## src/rtl/mmsor_pkg.sv

```systemverilog
// Shared types, constants and tables of the membrane mirror SOR solver.
package mmsor_pkg;

	localparam int GRID_ROWS     = 64;
	localparam int GRID_COLS     = 64;
	localparam int MAX_ACTUATORS = 63;
	localparam int ROW_W         = $clog2(GRID_ROWS);
	localparam int COL_W         = $clog2(GRID_COLS);
	localparam int ADDR_W        = ROW_W + COL_W;
	localparam int VT_W          = $clog2(MAX_ACTUATORS);
	localparam int Q_W           = 40;
	localparam int SRC_W         = 27;
	localparam int SUM_W         = 56;

	localparam logic [1:0] MODE_VOLT = 2'd0;
	localparam logic [1:0] MODE_PIX  = 2'd1;
	localparam logic [1:0] MODE_RUN  = 2'd2;
	localparam logic [1:0] MODE_READ = 2'd3;

	localparam logic [2:0] CFG_GRID_WIDTH  = 3'd0;
	localparam logic [2:0] CFG_GRID_HEIGHT = 3'd1;
	localparam logic [2:0] CFG_RELAX       = 3'd2;
	localparam logic [2:0] CFG_ITER_LIMIT  = 3'd3;
	localparam logic [2:0] CFG_TOL_SHIFT   = 3'd4;

	localparam logic [4:0] ST_IDLE   = 5'd0;
	localparam logic [4:0] ST_CLEAR  = 5'd1;
	localparam logic [4:0] ST_RUNCLR = 5'd2;
	localparam logic [4:0] ST_SWINIT = 5'd3;
	localparam logic [4:0] ST_P0     = 5'd4;
	localparam logic [4:0] ST_P1     = 5'd5;
	localparam logic [4:0] ST_P2     = 5'd6;
	localparam logic [4:0] ST_P3     = 5'd7;
	localparam logic [4:0] ST_P4     = 5'd8;
	localparam logic [4:0] ST_P5     = 5'd9;
	localparam logic [4:0] ST_P6     = 5'd10;
	localparam logic [4:0] ST_P7     = 5'd11;
	localparam logic [4:0] ST_P8     = 5'd12;
	localparam logic [4:0] ST_P9     = 5'd13;
	localparam logic [4:0] ST_CV0    = 5'd14;
	localparam logic [4:0] ST_CV1    = 5'd15;
	localparam logic [4:0] ST_CV2    = 5'd16;
	localparam logic [4:0] ST_CV3    = 5'd17;
	localparam logic [4:0] ST_CV4    = 5'd18;
	localparam logic [4:0] ST_CV5    = 5'd19;
	localparam logic [4:0] ST_CHECK  = 5'd20;
	localparam logic [4:0] ST_DONE   = 5'd21;

	typedef struct packed {
		logic [1:0] mode;
		logic [5:0] row;
		logic [5:0] col;
		logic       inside_req;
		logic [5:0] actuator;
		logic [7:0] voltage;
	} item_t;

	typedef struct packed {
		logic signed [39:0] deflection;
		logic [12:0]        iterations_done;
		logic               converged;
	} result_t;

	typedef struct packed {
		logic [6:0]  grid_width;
		logic [6:0]  grid_height;
		logic [16:0] relax_factor;
		logic [12:0] iteration_limit;
		logic [5:0]  tolerance_shift;
	} cfg_t;

	typedef struct packed {
		logic [4:0]        op;
		logic [ROW_W-1:0]  i;
		logic [COL_W-1:0]  j;
		logic [ADDR_W-1:0] clr_addr;
		logic              clr_pix;
		logic              item_wr;
		logic              item_rd;
	} cmd_t;

	typedef struct packed {
		logic              conv;
		logic signed [Q_W-1:0] rd_data;
	} stat_t;

	typedef logic [SRC_W-1:0] src_tab_t [256];

	function automatic src_tab_t src_tab_f();
		src_tab_t          t;
		longint unsigned   num;
		longint unsigned   den;
		logic [63:0]       rem;
		logic [63:0]       quo;
		den = 64'd65025 * 64'd757856;
		for (int v = 0; v < 256; v++) begin
			num = ((longint'(v) * longint'(v) * 64'd10000) << 32) + (den >> 1);
			rem = '0;
			quo = '0;
			// The rounded quotient comes from a shift and subtract long division.
			for (int b = 63; b >= 0; b--) begin
				rem = {rem[62:0], num[b]};
				if (rem >= den) begin
					rem = rem - den;
					quo[b] = 1'b1;
				end
			end
			t[v] = SRC_W'(quo);
		end
		return t;
	endfunction

	localparam src_tab_t SRC_TABLE = src_tab_f();

endpackage

```

## src/rtl/mmsor_ctrl.sv

```systemverilog
// Controller state machine of the SOR solver: clearing, sweep order and run control.
module mmsor_ctrl (
	input  logic                clk,
	input  logic                arst_n,
	input  logic                start,
	output logic                busy,
	input  logic [1:0]          mode,
	input  mmsor_pkg::cfg_t     cfg,
	input  mmsor_pkg::stat_t    stat,
	output mmsor_pkg::cmd_t     cmd,
	output logic                done,
	output logic                res_read,
	output logic [12:0]         iters,
	output logic                run_conv
);

	logic [4:0]                     state_q;
	logic [mmsor_pkg::ADDR_W-1:0]   clr_q;
	logic                           clr_pix_q;
	logic [mmsor_pkg::ROW_W-1:0]    i_q;
	logic [mmsor_pkg::COL_W-1:0]    j_q;
	logic [12:0]                    cnt_q;
	logic                           conv_q;
	logic                           rd_pend_q;
	logic                           accept;
	logic [6:0]                     rows;
	logic [6:0]                     cols;
	logic [mmsor_pkg::ROW_W-1:0]    last_i;
	logic [mmsor_pkg::COL_W-1:0]    last_j;
	logic                           interior;

	assign accept   = start && !busy;
	assign busy     = state_q != mmsor_pkg::ST_IDLE;
	assign rows     = (cfg.grid_width > 7'(mmsor_pkg::GRID_ROWS)) ?
			7'(mmsor_pkg::GRID_ROWS) : cfg.grid_width;
	assign cols     = (cfg.grid_height > 7'(mmsor_pkg::GRID_COLS)) ?
			7'(mmsor_pkg::GRID_COLS) : cfg.grid_height;
	assign interior = (rows >= 7'd3) && (cols >= 7'd3);
	assign last_i   = mmsor_pkg::ROW_W'(rows - 7'd2);
	assign last_j   = mmsor_pkg::COL_W'(cols - 7'd2);

	assign cmd.op       = state_q;
	assign cmd.i        = i_q;
	assign cmd.j        = j_q;
	assign cmd.clr_addr = clr_q;
	assign cmd.clr_pix  = clr_pix_q;
	assign cmd.item_wr  = accept && (mode == mmsor_pkg::MODE_VOLT || mode == mmsor_pkg::MODE_PIX);
	assign cmd.item_rd  = accept && (mode == mmsor_pkg::MODE_READ);

	assign done     = (state_q == mmsor_pkg::ST_DONE) || rd_pend_q;
	assign res_read = rd_pend_q;
	assign iters    = cnt_q;
	assign run_conv = conv_q;

	always_ff @(posedge clk or negedge arst_n) begin
		if (!arst_n) begin
			state_q   <= mmsor_pkg::ST_CLEAR;
			clr_q     <= '0;
			clr_pix_q <= 1'b1;
			i_q       <= '0;
			j_q       <= '0;
			cnt_q     <= '0;
			conv_q    <= 1'b0;
			rd_pend_q <= 1'b0;
		end else begin
			rd_pend_q <= cmd.item_rd;
			unique case (state_q)
				mmsor_pkg::ST_IDLE: begin
					if (accept && mode == mmsor_pkg::MODE_RUN) begin
						state_q   <= mmsor_pkg::ST_RUNCLR;
						clr_q     <= '0;
						clr_pix_q <= 1'b0;
						cnt_q     <= '0;
						conv_q    <= 1'b0;
					end
				end
				mmsor_pkg::ST_CLEAR, mmsor_pkg::ST_RUNCLR: begin
					clr_q <= clr_q + 1'b1;
					if (&clr_q) begin
						state_q <= (state_q == mmsor_pkg::ST_CLEAR) ?
								mmsor_pkg::ST_IDLE : mmsor_pkg::ST_SWINIT;
					end
				end
				mmsor_pkg::ST_SWINIT: begin
					i_q <= mmsor_pkg::ROW_W'(1);
					j_q <= mmsor_pkg::COL_W'(1);
					if (cnt_q >= cfg.iteration_limit) begin
						state_q <= mmsor_pkg::ST_DONE;
					end else if (interior) begin
						state_q <= mmsor_pkg::ST_P0;
					end else begin
						cnt_q   <= cnt_q + 1'b1;
						state_q <= mmsor_pkg::ST_CV0;
					end
				end
				mmsor_pkg::ST_P9: begin
					if (j_q == last_j) begin
						j_q <= mmsor_pkg::COL_W'(1);
						if (i_q == last_i) begin
							cnt_q   <= cnt_q + 1'b1;
							state_q <= mmsor_pkg::ST_CV0;
						end else begin
							i_q     <= i_q + 1'b1;
							state_q <= mmsor_pkg::ST_P0;
						end
					end else begin
						j_q     <= j_q + 1'b1;
						state_q <= mmsor_pkg::ST_P0;
					end
				end
				mmsor_pkg::ST_CHECK: begin
					if (stat.conv) begin
						conv_q  <= 1'b1;
						state_q <= mmsor_pkg::ST_DONE;
					end else begin
						state_q <= mmsor_pkg::ST_SWINIT;
					end
				end
				mmsor_pkg::ST_DONE: state_q <= mmsor_pkg::ST_IDLE;
				mmsor_pkg::ST_P0, mmsor_pkg::ST_P1, mmsor_pkg::ST_P2, mmsor_pkg::ST_P3,
				mmsor_pkg::ST_P4, mmsor_pkg::ST_P5, mmsor_pkg::ST_P6, mmsor_pkg::ST_P7,
				mmsor_pkg::ST_P8, mmsor_pkg::ST_CV0, mmsor_pkg::ST_CV1, mmsor_pkg::ST_CV2,
				mmsor_pkg::ST_CV3, mmsor_pkg::ST_CV4, mmsor_pkg::ST_CV5: begin
					state_q <= state_q + 5'd1;
				end
				default: state_q <= mmsor_pkg::ST_IDLE;
			endcase
		end
	end

endmodule

```

## config.mk

```make
export PLATFORM = sky130hd
export DESIGN_NAME = mmsor_ctrl
export DESIGN_NICKNAME = d
export VERILOG_FILES = /design/src/rtl/mmsor_pkg.sv /design/src/rtl/mmsor_ctrl.sv
export SDC_FILE = /design/constraint.sdc
export NUM_CORES = 1
export LEC_CHECK = 0
export ABC_AREA = 1
export BUFFER_PORTS_ARGS = -buffer_cell sky130_fd_sc_hd__clkbuf_2
export CORE_MARGIN = 5
export CORE_UTILIZATION = 45
export CTS_BUF_LIST = sky130_fd_sc_hd__clkbuf_16
export DETAILED_ROUTE_END_ITERATION = 12
export PLACE_DENSITY = 0.76
export SETUP_SLACK_MARGIN = 0.05
export SKIP_CTS_REPAIR_TIMING = 1
export SLEW_MARGIN = 20
export SYNTH_ARGS = -nofsm -noshare
export SYNTH_HDL_FRONTEND = slang
export SYNTH_SLANG_ARGS = --single-unit
```

## constraint.sdc

```tcl
create_clock -name clk -period 1.96 [get_ports clk]
set_input_delay 0.098 -clock clk [delete_from_list [all_inputs] [get_ports clk]]
set_output_delay 0.098 -clock clk [all_outputs]
set_load 0.01 [all_outputs]
```

==> out/qor.log <==
qor: pwr.power.density 401.0 nW/um2
qor: timing.slew_violations 0
qor: route.drt_pass1_iterations 5
qor: timing.worst_slack -24.56 ps
qor: global_routing.highest_utilization_routing_layer_at_the_global_route_stage met2
qor: logic_synthesis.synth.area.mux_share 0%
qor: timing.slew_at_the_pin_closest_to_its_max_slew_limit 780.4 ps
qor: clocking.clock_sinks 45
qor: route.detail_route.iter0.violations 140
qor: logic_synthesis.mappedNetlistNets 663
qor: timing.clock.fmax 503.9 MHz
qor: timing.max-slew-margin-rel 47.97%
qor: floorplanning.ios 145
qor: timing.min_period 1985 ps
qor: logic_synthesis.synthCells 542
qor: timing.clk_skew 6.307 ps
qor: setup_path.cp_num_buf_inv 4
qor: setup_path.cp_data_arrival_time 2160 ps
qor: placement.port-buffer-count 81
qor: placement.finalWeightedCongestion 0.8661
qor: logic_synthesis.yosys.area_share.xor_xnor 4.308%
qor: setup_path.criticalPathCategory register to register
qor: route.route.antenna.remaining_nets 0
qor: min_path.min-delay-path-class primary input to register
qor: setup_path.worst_r2r_startpoint state_q[0]
qor: setup_path.worstSetupStartpointType register
qor: layout.num-nets-final 809
qor: logic_synthesis.ys_warn_count 0
qor: setup_path.cp.required 2130 ps
qor: min_path.holdPathStages 3
qor: logic_synthesis.number_of_flops_mapped_to_enable_cells_by_yosys 0
qor: floorplanning.initial_core_util 46.54%
qor: setup_path.cpLargestDelayFamily simple AND/OR/NAND/NOR gates
qor: route.post-route-drc-count 0
qor: setup_path.timing.critical_path.slowest_cell_delay 590 ps
qor: global_routing.gr-usage-met1 23.58%
qor: floorplanning.die_area 10540 um2
qor: layout.final_core_util 63.61%
qor: global_routing.globalRoute.totalOverflow 0
qor: logic_synthesis.synth-simple-area-share 39.46%
qor: layout.fillerInstances 700
qor: logic_synthesis.synth_sequential_area_ratio 29.22%
qor: logic_synthesis.async_flop_share 100.0%
qor: global_routing.grt_first_pass_wirelength 16.26 mm
qor: logic_synthesis.synth_top_family_by_area simple AND/OR/NAND/NOR gates
qor: timing.final_min_period_over_clock_period 101.3%
qor: pwr.max-vdd-ir-drop 0.3214 mV
qor: logic_synthesis.synth.avg_cell_area 7.126 um2
qor: clocking.clock_tree_from_tritoncts done
qor: logic_synthesis.mapped_area 3862 um2
qor: route.vias 4134
qor: clocking.clk_pin_slew 60 ps
qor: clocking.numCtsBuffers 5
qor: setup_path.reg2regPathDepth 11
qor: layout.share_of_final_layout_standard_cells_stronger_than_drive_strength_1 38.03%
qor: route.route.detailed.wl_per_inst 13.19 um
qor: flow_run.drv_cap 0
qor: floorplanning.floorplan.rows 33
qor: clocking.clockBufferDepth 2
qor: timing.setup_violating_endpoint_count_in_the_final_report 7
qor: timing.finalHoldViolCount 0
qor: pwr.p_total 2.117 mW
qor: outcome.violations setup timing
qor: floorplanning.design.core.area 8299 um2
qor: logic_synthesis.synthDistinctLibCells 40
qor: placement.place_ws -221.7 ps
qor: timing.setup-tns-final -101.6 ps
qor: logic_synthesis.synth_seq_cells 45
qor: setup_path.crit_path_max_fanout 7
qor: placement.dpl.hpwl 7.979 mm
qor: floorplanning.die_boundary_height 102.6 um
qor: route.vias_per_instance 5.207
qor: floorplanning.die_outline_width 102.6 um
qor: logic_synthesis.synth_fa_ha_area_share 8.098%
qor: outcome.run_status finished with violations
qor: setup_path.ordered_cell_list_for_the_critical_path buf_4 -> ha_2 -> inv_2 -> nor2_2 -> inv_2 -> nand2_2 -> o21ai_2 -> inv_2 -> nand4_4 -> nand2_2 -> nand2_2
qor: global_routing.grtUsageTotal 18.54%
qor: layout.area_growth_syn_to_layout 36.67%
qor: setup_path.r2r_end iters[10]
qor: clocking.h-tree-depth 2
qor: logic_synthesis.synth_compound_area_share 9.006%
qor: setup_path.cpMaxStageDelayCell sky130_fd_sc_hd__dfstp_2
qor: logic_synthesis.synthFlopType sky130_fd_sc_hd__dfrtp_1
qor: clocking.clk-insertion-delay-late 280 ps
qor: layout.diodes 0
qor: setup_path.timing.critical_path.to_type register
qor: timing.rsz0062_at_grt true
qor: global_routing.met3_usage 2.977%
qor: route.wl 10.48 mm
qor: global_routing.vias_in_the_first_global_route 3831
qor: clocking.cts.root.buffer_cell sky130_fd_sc_hd__clkbuf_16
qor: setup_path.reg2reg_setup_slack -20 ps
qor: min_path.holdPathEnd res_read
qor: setup_path.cp.depth 11
qor: min_path.min-delay-start mode[1]
qor: pwr.p_leak 2.809 nW
qor: global_routing.grt.met2_usage 33.47%
qor: global_routing.antenna_violations_before_repair 0
qor: global_routing.grt_start_max_net_pins 33
## per-stage QoR
step,instances,hold WS (ps),cell area (um2)
floorplan,542,-197.6,3866
detailed placement,780,215.9,4793
global placement,780,210.7,4793
finish,794,93.90,5279
global route,794,112.3,5279
CTS,788,-86.37,4956
## worst register-to-register path, delay by kind of cell, from the launching register on
kind	cells	cell delay, ps
buffers and inverters	4	400
flip-flops	1	590
adder cells (fa/ha/maj)	1	190
AND/OR/NAND/NOR	5	610
AO/OA/AOI/OAI	1	90
## power by group
group,internal (mW),switching (mW),total (mW)
Sequential,0.929,0,0.929
Combinational,0.114,0.144,0.259
Clock,0.592,0.337,0.929
## area by class of cell
type	count	area (um2)	share of cell area (%)
multi-input cells	408	2605	49.35
flip-flops and latches	45	1134	21.47
repair buffers	146	923.4	17.49
inverters	82	322.8	6.115
well taps	105	131.4	2.489
clock buffers	5	125.1	2.370
clock inverters	3	37.54	0.7111
## metal layers
layer	up-vias	part of all wire, %
met5	-	0
met4	0	0.87
met3	14	6.4
met2	132	50
met1	1917	42
li1	2071	-
## flip-flops by register name, summed over array words and instances, names as in the netlist
signal / cells
clr_pix_q: 1
iters: 13
clr_q: 12
run_conv: 1
i_q: 6
res_read: 1
state_q: 5
j_q: 6
## cells in the mapped netlist, drive strengths merged, types with 3 or more instances
cell type,instances,area [um2]
nand2,153,659.4
inv,80,302.8
nor2,58,261.5
nand3,45,240.2
dfrtp,43,1076
nand4,30,232.7
o21ai,27,161.4
ha,25,312.8
a21oi,24,142.6
xor2,13,113.9
nor3,11,60.06
buf,8,72.56
xnor2,6,52.55
nand3b,4,30.03
nor3b,3,27.52
## placed cells by master, fill, tap and decap left out, types with 16 or more instances in the layout
cell type                    n
sky130_fd_sc_hd__dfrtp_1    39
sky130_fd_sc_hd__o21ai_0    16
sky130_fd_sc_hd__buf_4      60
sky130_fd_sc_hd__nand2_2    30
sky130_fd_sc_hd__clkbuf_2   81
sky130_fd_sc_hd__nor2_1     49
sky130_fd_sc_hd__nand3_1    40
sky130_fd_sc_hd__nand2_1   115
sky130_fd_sc_hd__inv_1      62
sky130_fd_sc_hd__nand4_1    27
sky130_fd_sc_hd__a21oi_1    19
## worst max-delay path by stage
stage	startpoint	to	slack [ps]
6_report	state_q[0]	iters[10]	-20
5_1_grt	state_q[0]	state_q[0]	-140
4_1_cts	state_q[0]	state_q[1]	-120
3_5_place_dp	cfg[47]	iters[10]	-220
3_3_place_gp	cfg[47]	iters[1]	-90
2_1_floorplan	cfg[47]	iters[8]	50
## cells by family (layout without fill, tap and decap cells)
logic type,count (synthesis),after routing
AOI/OAI and AO/OA,57,57
xor gates and xnor gates,19,19
adders and majority gates,25,25
buffers and inverters,90,236
DFF,45,45
and+or+nand+nor,306,307
(Power assumes the default switching activity.)
