File: src/rtl/mmsor_pkg.sv
// Shared types, constants and tables of the membrane mirror SOR solver.
package mmsor_pkg;

	localparam int GRID_ROWS     = 64;
	localparam int GRID_COLS     = 64;
	localparam int MAX_ACTUATORS = 63;
	localparam int ROW_W         = $clog2(GRID_ROWS);
	localparam int COL_W         = $clog2(GRID_COLS);
	localparam int ADDR_W        = ROW_W + COL_W;
	localparam int VT_W          = $clog2(MAX_ACTUATORS);
	localparam int Q_W           = 40;
	localparam int SRC_W         = 27;
	localparam int SUM_W         = 56;

	localparam logic [1:0] MODE_VOLT = 2'd0;
	localparam logic [1:0] MODE_PIX  = 2'd1;
	localparam logic [1:0] MODE_RUN  = 2'd2;
	localparam logic [1:0] MODE_READ = 2'd3;

	localparam logic [2:0] CFG_GRID_WIDTH  = 3'd0;
	localparam logic [2:0] CFG_GRID_HEIGHT = 3'd1;
	localparam logic [2:0] CFG_RELAX       = 3'd2;
	localparam logic [2:0] CFG_ITER_LIMIT  = 3'd3;
	localparam logic [2:0] CFG_TOL_SHIFT   = 3'd4;

	localparam logic [4:0] ST_IDLE   = 5'd0;
	localparam logic [4:0] ST_CLEAR  = 5'd1;
	localparam logic [4:0] ST_RUNCLR = 5'd2;
	localparam logic [4:0] ST_SWINIT = 5'd3;
	localparam logic [4:0] ST_P0     = 5'd4;
	localparam logic [4:0] ST_P1     = 5'd5;
	localparam logic [4:0] ST_P2     = 5'd6;
	localparam logic [4:0] ST_P3     = 5'd7;
	localparam logic [4:0] ST_P4     = 5'd8;
	localparam logic [4:0] ST_P5     = 5'd9;
	localparam logic [4:0] ST_P6     = 5'd10;
	localparam logic [4:0] ST_P7     = 5'd11;
	localparam logic [4:0] ST_P8     = 5'd12;
	localparam logic [4:0] ST_P9     = 5'd13;
	localparam logic [4:0] ST_CV0    = 5'd14;
	localparam logic [4:0] ST_CV1    = 5'd15;
	localparam logic [4:0] ST_CV2    = 5'd16;
	localparam logic [4:0] ST_CV3    = 5'd17;
	localparam logic [4:0] ST_CV4    = 5'd18;
	localparam logic [4:0] ST_CV5    = 5'd19;
	localparam logic [4:0] ST_CHECK  = 5'd20;
	localparam logic [4:0] ST_DONE   = 5'd21;

	typedef struct packed {
		logic [1:0] mode;
		logic [5:0] row;
		logic [5:0] col;
		logic       inside_req;
		logic [5:0] actuator;
		logic [7:0] voltage;
	} item_t;

	typedef struct packed {
		logic signed [39:0] deflection;
		logic [12:0]        iterations_done;
		logic               converged;
	} result_t;

	typedef struct packed {
		logic [6:0]  grid_width;
		logic [6:0]  grid_height;
		logic [16:0] relax_factor;
		logic [12:0] iteration_limit;
		logic [5:0]  tolerance_shift;
	} cfg_t;

	typedef struct packed {
		logic [4:0]        op;
		logic [ROW_W-1:0]  i;
		logic [COL_W-1:0]  j;
		logic [ADDR_W-1:0] clr_addr;
		logic              clr_pix;
		logic              item_wr;
		logic              item_rd;
	} cmd_t;

	typedef struct packed {
		logic              conv;
		logic signed [Q_W-1:0] rd_data;
	} stat_t;

	typedef logic [SRC_W-1:0] src_tab_t [256];

	function automatic src_tab_t src_tab_f();
		src_tab_t          t;
		longint unsigned   num;
		longint unsigned   den;
		logic [63:0]       rem;
		logic [63:0]       quo;
		den = 64'd65025 * 64'd757856;
		for (int v = 0; v < 256; v++) begin
			num = ((longint'(v) * longint'(v) * 64'd10000) << 32) + (den >> 1);
			rem = '0;
			quo = '0;
			// The rounded quotient comes from a shift and subtract long division.
			for (int b = 63; b >= 0; b--) begin
				rem = {rem[62:0], num[b]};
				if (rem >= den) begin
					rem = rem - den;
					quo[b] = 1'b1;
				end
			end
			t[v] = SRC_W'(quo);
		end
		return t;
	endfunction

	localparam src_tab_t SRC_TABLE = src_tab_f();

endpackage

File: src/rtl/mmsor_cfg.sv
// Configuration register file of the SOR solver.
module mmsor_cfg (
	input  logic                clk,
	input  logic                arst_n,
	input  logic                cfg_valid,
	output logic                cfg_ready,
	input  logic [2:0]          cfg_index,
	input  logic [16:0]         cfg_data,
	output mmsor_pkg::cfg_t     cfg
);

	mmsor_pkg::cfg_t cfg_q;

	assign cfg_ready = 1'b1;
	assign cfg = cfg_q;

	always_ff @(posedge clk or negedge arst_n) begin
		if (!arst_n) begin
			cfg_q.grid_width      <= 7'd64;
			cfg_q.grid_height     <= 7'd64;
			cfg_q.relax_factor    <= 17'd65536;
			cfg_q.iteration_limit <= 13'd16;
			cfg_q.tolerance_shift <= 6'd53;
		end else if (cfg_valid) begin
			unique case (cfg_index)
				mmsor_pkg::CFG_GRID_WIDTH:  cfg_q.grid_width      <= cfg_data[6:0];
				mmsor_pkg::CFG_GRID_HEIGHT: cfg_q.grid_height     <= cfg_data[6:0];
				mmsor_pkg::CFG_RELAX:       cfg_q.relax_factor    <= cfg_data;
				mmsor_pkg::CFG_ITER_LIMIT:  cfg_q.iteration_limit <= cfg_data[12:0];
				mmsor_pkg::CFG_TOL_SHIFT:   cfg_q.tolerance_shift <= cfg_data[5:0];
				default: ;
			endcase
		end
	end

endmodule

File: config.mk
export PLATFORM = sky130hd
export DESIGN_NAME = mmsor_cfg
export DESIGN_NICKNAME = d
export VERILOG_FILES = /design/src/rtl/mmsor_pkg.sv /design/src/rtl/mmsor_cfg.sv
export SDC_FILE = /design/constraint.sdc
export NUM_CORES = 1
export LEC_CHECK = 0
export BUFFER_PORTS_ARGS = -buffer_cell sky130_fd_sc_hd__buf_2
export CORE_MARGIN = 2
export CORE_UTILIZATION = 43
export DETAILED_ROUTE_END_ITERATION = 7
export PLACE_DENSITY = 0.72
export SLEW_MARGIN = 25
export SYNTH_ARGS = -nofsm -noshare
export SYNTH_HDL_FRONTEND = slang
export SYNTH_SLANG_ARGS = --single-unit
File: constraint.sdc
create_clock -name clk -period 0.8 [get_ports clk]
set_clock_uncertainty 0.1 [all_clocks]
set_input_delay 0.04 -clock clk [delete_from_list [all_inputs] [get_ports clk]]
set_output_delay 0.04 -clock clk [all_outputs]
set_load 0.02 [all_outputs]
==> run_results.csv, run 1 <==
group,metric,value,unit
place,place_congestion,0.748,
cells_and_area,fill_cells,257,
logic_synthesis,synth_edf_count,0,
global_routing,grt_pass1_wl,8380,um
flow_run,drv_cap,0,
worst_setup_path,required,660,ps
power,swShare,30.1,%
clock_network,clk_pin_slew,90,ps
worst_setup_path,r2r_end,"cfg[21]",
global_routing,grt_pass1_vias,1528,
power,clockPowerShare,16.9,%
min_path,hold_end,"cfg[34]",
place,placed_area,2650,um2
detailed_routing,vias_per_cell,4.98,
global_routing,grt_max_degree,51,
detailed_routing,drtIter0Drc,61,
detailed_routing,drt_first_pass_iters,4,
logic_synthesis,synth-main-ff-cell,"dfrtp_1",
place,portBuffers,72,
logic_synthesis,ys_seq_area_share,65.0,%
power,internal-power,6.04,mW
logic_synthesis,synth_area_per_cell,17.3,um2
power,ir_drop,0.00149,V
worst_setup_path,crit_type,"flip-flop to output pin",
timing,rsz0062_at_grt,"true",
timing,period_share,141,%
min_path,holdPathStages,2,
clock_network,cts-root-buf,"clkbuf_8",
floorplan,die_w,71.2,um
floorplan,start_util,44.6,%
timing,layout_min_cycle_time,1130,ps
detailed_routing,antenna_left,0,
floorplan,core,4350,um2
cells_and_area,drive_above_1_share,80.2,%
floorplan,pin_count,74,
global_routing,grt.total_usage,21.7,%
logic_synthesis,syn_inst,112,
logic_synthesis,yosysTopAreaCell,"dfrtp_1",
clock_network,numCtsBuffers,5,
clock_network,clk_path_buf_depth,2,
worst_setup_path,slowest_stage,"dfstp_2",
logic_synthesis,synth_nets,135,
worst_setup_path,critPathMaxFanout,2,
clock_network,cts_htree_levels,2,
worst_setup_path,crit_buf_inv,1,
clock_network,postCtsHoldBufs,1,
worst_setup_path,rrSetupSlack,-200,ps
cells_and_area,area_growth,73.2,%
worst_setup_path,ff2ff_path_depth,2,
cells_and_area,fin_cells,269,
worst_setup_path,crit_chain,"buf_6",
worst_setup_path,crit_path_start_kind,"flip-flop",
timing,finalHoldViolCount,50,
timing,fin_hold_ws,-122,ps
power,p_switching,2.60,mW
clock_network,insertion_delay,290,ps
cells_and_area,layout.nets,240,
logic_synthesis,netlist_top_cells_area,"dfrtp_1 (54%), mux2_2 (29%), dfstp_2 (11%)",
place,hpwl,3080,um
min_path,hp-class,"input port to flip-flop",
power,p_per_area,2570,nW/um2
worst_setup_path,r2r_start,"cfg[21]",
detailed_routing,drc,0,
clock_network,cts_tree,"done",
cells_and_area,largest_reg_flops,50,
timing,slew_violations,0,
logic_synthesis,ys_ff_latch,50,
logic_synthesis,synth.distinct_cells,11,
worst_setup_path,slowest_delay,570,ps
logic_synthesis,synthMostInstantiatedCell,"mux2_2",
floorplan,die_area,5070,um2
power,p_seq_share,42.0,%
power,total_power,8.65,mW
cells_and_area,antenna_cells,0,
timing,setup_viol,100,
detailed_routing,finalWirelength,5130,um
clock_network,clkSinkCount,50,
cells_and_area,fin_util,77.2,%
floorplan,placementRows,24,
detailed_routing,vias,1339,
worst_setup_path,cp.arrival,990,ps
worst_setup_path,path_delay_family,"flip-flops",
power,power_frac_comb,41.0,%
run_status,violations,"hold timing, setup timing",
timing,max_freq,0.887,GHz
logic_synthesis,yosysWarnings,0,
min_path,hold_start,"cfg_data[15]",
run_status,status,"finished, violations left",
global_routing,grt_overflow,0,
global_routing,antenna_found_initial,0,
power,leakage,1.65,nW
cells_and_area,final_area,3360,um2
place,dp_cells,248,
logic_synthesis,syn_area,1940,um2
logic_synthesis,synth_top_area_share,54.2,%
logic_synthesis,ys_async_sr_fraction,100,%
floorplan,die_h,71.2,um
logic_synthesis,yosys-top-cells-count,"mux2_2 (50), dfrtp_1 (42), dfstp_2 (8), buf_2 (3)",
detailed_routing,wl_per_cell,19.1,um
worst_setup_path,crit_path_end_kind,"output pin",
timing,timing.final.ws_setup,-328,ps
[worst max path at each step]
| stage | from | end | slack [ps] | depth (start not counted) |
|---|---|---|---|---|
| floorplan | cfg_index[2] | cfg[25] | -360 | 4 |
| global placement | cfg_index[2] | cfg[23] | -490 | 4 |
| detailed placement | cfg_index[2] | cfg[21] | -550 | 4 |
| CTS | cfg[2] | cfg[2] | -320 | 1 |
| global route | cfg[5] | cfg[5] | -360 | 1 |
| finish | cfg[5] | cfg[5] | -330 | 1 |
[placed cells by master, fill, tap and decap left out, drive strengths merged]
master,Yosys,layout
mux2,50,50
dfrtp,42,42
buf,6,102
dlygate4sd3,0,1
nor4bb,1,1
nor4b,1,1
and4bb,2,2
conb,1,1
dfstp,8,8
nand4b,1,1
clkbuf,0,8
[timing repair]
| item | 4_1_cts | 5_1_grt |
|---|---|---|
| buffers inserted | 10 | 3 |
| endpoints found under the hold margin | 100 | 50 |
| resized for setup | 145 | 11 |
| gates cloned | 3 | 0 |
| pin swaps | 5 | 2 |
| endpoints found under the setup margin | 100 | 100 |
[kinds of logic after synthesis]
| logic type | after synthesis | synth area share [%] |
|---|---|---|
| buffers and inverters | 6 | 2.32 |
| DFF | 50 | 65.0 |
| muxes | 50 | 29.0 |
| other | 1 | 0.193 |
| and+or+nand+nor | 5 | 3.48 |
[through the flow]
| stage | setup WS, ps | TNS (ps) |
|---|---|---|
| floorplan | -356 | -11890 |
| global placement | -492 | -19790 |
| detailed placement | -547 | -21720 |
| CTS | -322 | -18770 |
| global route | -361 | -20550 |
| finish | -328 | -18260 |
[power by group through the flow]
stage,Combinational [mW],Sequential (mW),Clock [mW]
after floorplan,0.743,4.19,0
after global placement,2.43,3.47,0
after detailed placement,2.48,3.50,0
after CTS,3.52,3.61,1.50
after global routing,3.73,3.69,1.65
final,3.55,3.63,1.46
[routing by layer]
layer  vias to the layer above  track usage, %  share of wire (%)
met5                         -               0                  0
met4                         0            3.14               0.12
met3                         2            7.55                7.5
met2                        61            36.1                 51
met1                       675            28.2                 41
li1                        601               -                  -
[area by class of cell]
class                   count  area, um2  share of cell area, %
multi-input cells          56        841                   25.0
flip-flops and latches     50       1260                   37.6
clock buffers               7       86.3                   2.57
repair buffers            104       1100                   32.8
well taps                  52       65.1                   1.94
(Power assumes the default switching activity.)
==> inputs of run 2 (changes only) <==
--- a/config.mk
+++ b/config.mk
@@ -10,6 +10,7 @@
 export CORE_UTILIZATION = 43
 export DETAILED_ROUTE_END_ITERATION = 7
 export PLACE_DENSITY = 0.72
+export SETUP_SLACK_MARGIN = 0.5
 export SLEW_MARGIN = 25
 export SYNTH_ARGS = -nofsm -noshare
 export SYNTH_HDL_FRONTEND = slang
==> run 2 against run 1 <==
Compared with the run above: the flow still finishes with violations (hold timing, setup timing); hold slack worse by 270 ps; largest power group unchanged; worst setup slack got worse by 7.9 ps; register-to-register slack worse by 50 ps; critical path type unchanged; critical endpoint is now cfg[42].
==> run_results.csv, run 2 (synthesis gave the netlist of run 1 again) <==
group,metric,value,unit
run_status,status,"finished, violations left",
run_status,violations,"hold timing, setup timing",
worst_setup_path,crit_type,"flip-flop to output pin",
min_path,hp-class,"input port to async pin",
cells_and_area,fin_cells,261,
place,pre_cts_slack,-529,ps
detailed_routing,drc,0,
timing,fin_hold_ws,-388,ps
cells_and_area,largest_reg_flops,50,
floorplan,start_util,44.6,%
clock_network,clk_pin_slew,80,ps
power,p_per_area,2590,nW/um2
power,total_power,8.53,mW
detailed_routing,wl_per_cell,18.9,um
floorplan,die_w,71.2,um
global_routing,grt_max_degree,51,
detailed_routing,finalWirelength,4940,um
worst_setup_path,crit_path_end_kind,"output pin",
floorplan,pin_count,74,
place,dp_cells,241,
timing,max_freq,0.880,GHz
flow_run,drv_cap,0,
cells_and_area,layout.nets,231,
clock_network,cts_tree,"done",
global_routing,antenna_found_initial,0,
worst_setup_path,slowest_delay,570,ps
worst_setup_path,r2r_end,"cfg[42]",
floorplan,die_h,71.2,um
worst_setup_path,required,660,ps
timing,layout_min_cycle_time,1140,ps
power,ir_drop,0.00175,V
place,portBuffers,72,
detailed_routing,antenna_left,0,
worst_setup_path,cp.arrival,1000,ps
cells_and_area,fill_cells,266,
clock_network,clk_path_buf_depth,2,
place,place_congestion,0.692,
timing,slew_violations,0,
clock_network,insertion_delay,300,ps
worst_setup_path,rrSetupSlack,-250,ps
cells_and_area,area_growth,70.0,%
cells_and_area,drive_above_1_share,89.5,%
clock_network,clkSinkCount,50,
global_routing,grt_pass1_vias,1503,
clock_network,numCtsBuffers,5,
global_routing,grt_util_met2,33.2,%
timing,finalHoldViolCount,100,
global_routing,grt.total_usage,21.3,%
global_routing,grt.busiest_layer,"met2",
worst_setup_path,ff2ff_path_depth,3,
timing,timing.final.ws_setup,-336,ps
timing,setup_viol,100,
worst_setup_path,crit_buf_inv,1,
floorplan,die_area,5070,um2
clock_network,cts_htree_levels,2,
cells_and_area,final_common_cell,"buf_6",
detailed_routing,vias,1304,
timing,period_share,142,%
timing,rsz0062_at_grt,"true",
global_routing,grt_pass1_wl,8180,um
worst_setup_path,path_delay_family,"flip-flops",
worst_setup_path,crit_chain,"buf_6",
place,hpwl,2930,um
worst_setup_path,r2r_start,"cfg[42]",
power,leakage,1.58,nW
floorplan,placementRows,24,
cells_and_area,antenna_cells,0,
global_routing,gr-usage-met3,7.26,%
global_routing,grt_overflow,0,
floorplan,core,4350,um2
cells_and_area,final_cell_mix,"buf_6 (64), mux2_4 (50), dfrtp_2 (23)",
detailed_routing,vias_per_cell,5.00,
worst_setup_path,slowest_stage,"dfstp_2",
detailed_routing,drt_first_pass_iters,4,
detailed_routing,drtIter0Drc,42,
clock_network,cts-root-buf,"clkbuf_8",
worst_setup_path,critPathMaxFanout,2,
global_routing,grt_use_met1,28.0,%
worst_setup_path,crit_path_start_kind,"flip-flop",
[run 2: cell count changes in the layout (fill, tap and decap cells not counted), moves of 2 or more]
| cell | delta |
|---|---|
| buf_12 | +2 |
| buf_8 | -3 |
| dfrtp_1 | -20 |
| buf_6 | -6 |
| dfrtp_2 | +20 |
[run 2: what timing repair did]
action | CTS | global route
endpoints found under the hold margin | 100 | 100
cloned | 2 | 0
resized for setup | 138 | 3
setup buffers | 7 | 3
endpoints found under the setup margin | 100 | 100
pin swaps | 5 | 1
[run 2: worst max-delay path by stage]
| stage | end | start | slack [ps] | depth (start not counted) |
|---|---|---|---|---|
| final | cfg[42] | cfg[42] | -340 | 1 |
| after global routing | cfg[42] | cfg[42] | -360 | 1 |
| after CTS | cfg[5] | cfg[5] | -320 | 1 |
| after detailed placement | cfg[24] | cfg_index[2] | -530 | 4 |
| after global placement | cfg[21] | cfg_index[2] | -490 | 4 |
| after floorplan | cfg[25] | cfg_index[2] | -360 | 4 |
[run 2: where the power goes]
group          internal, mW  total [mW]  leakage, nW  switching, mW
sequential             3.20        3.67        0.563          0.470
combinational          2.05        3.36        0.966           1.32
clock                 0.698        1.50       0.0482          0.798
[run 2: final cells by class]
cell class	count	area (um2)	share of cell area [%]
Sequential cell	50	1290	39.1
Timing Repair Buffer	95	1020	30.8
Multi-Input combinational cell	56	837	25.4
Clock buffer	7	86.3	2.62
Tap cell	52	65.1	1.97
Clock inverter	1	5.00	0.152
[run 2: through the flow]
stage / TNS (ps) / utilization, % / instance area (um2)
2_1_floorplan: -11910 / - / 2100
3_3_place_gp: -19340 / 60.2 / 2620
3_5_place_dp: -20220 / 60.2 / 2620
4_1_cts: -17490 / 75.0 / 3270
5_1_grt: -20760 / 75.8 / 3300
6_report: -18120 / 75.8 / 3300
[run 2: metal layers]
layer / up-vias / share of wire (%)
li1: 586 / -
met2: 66 / 47
met1: 638 / 43
met4: 0 / 2.6
met3: 14 / 7.4
met5: - / 0
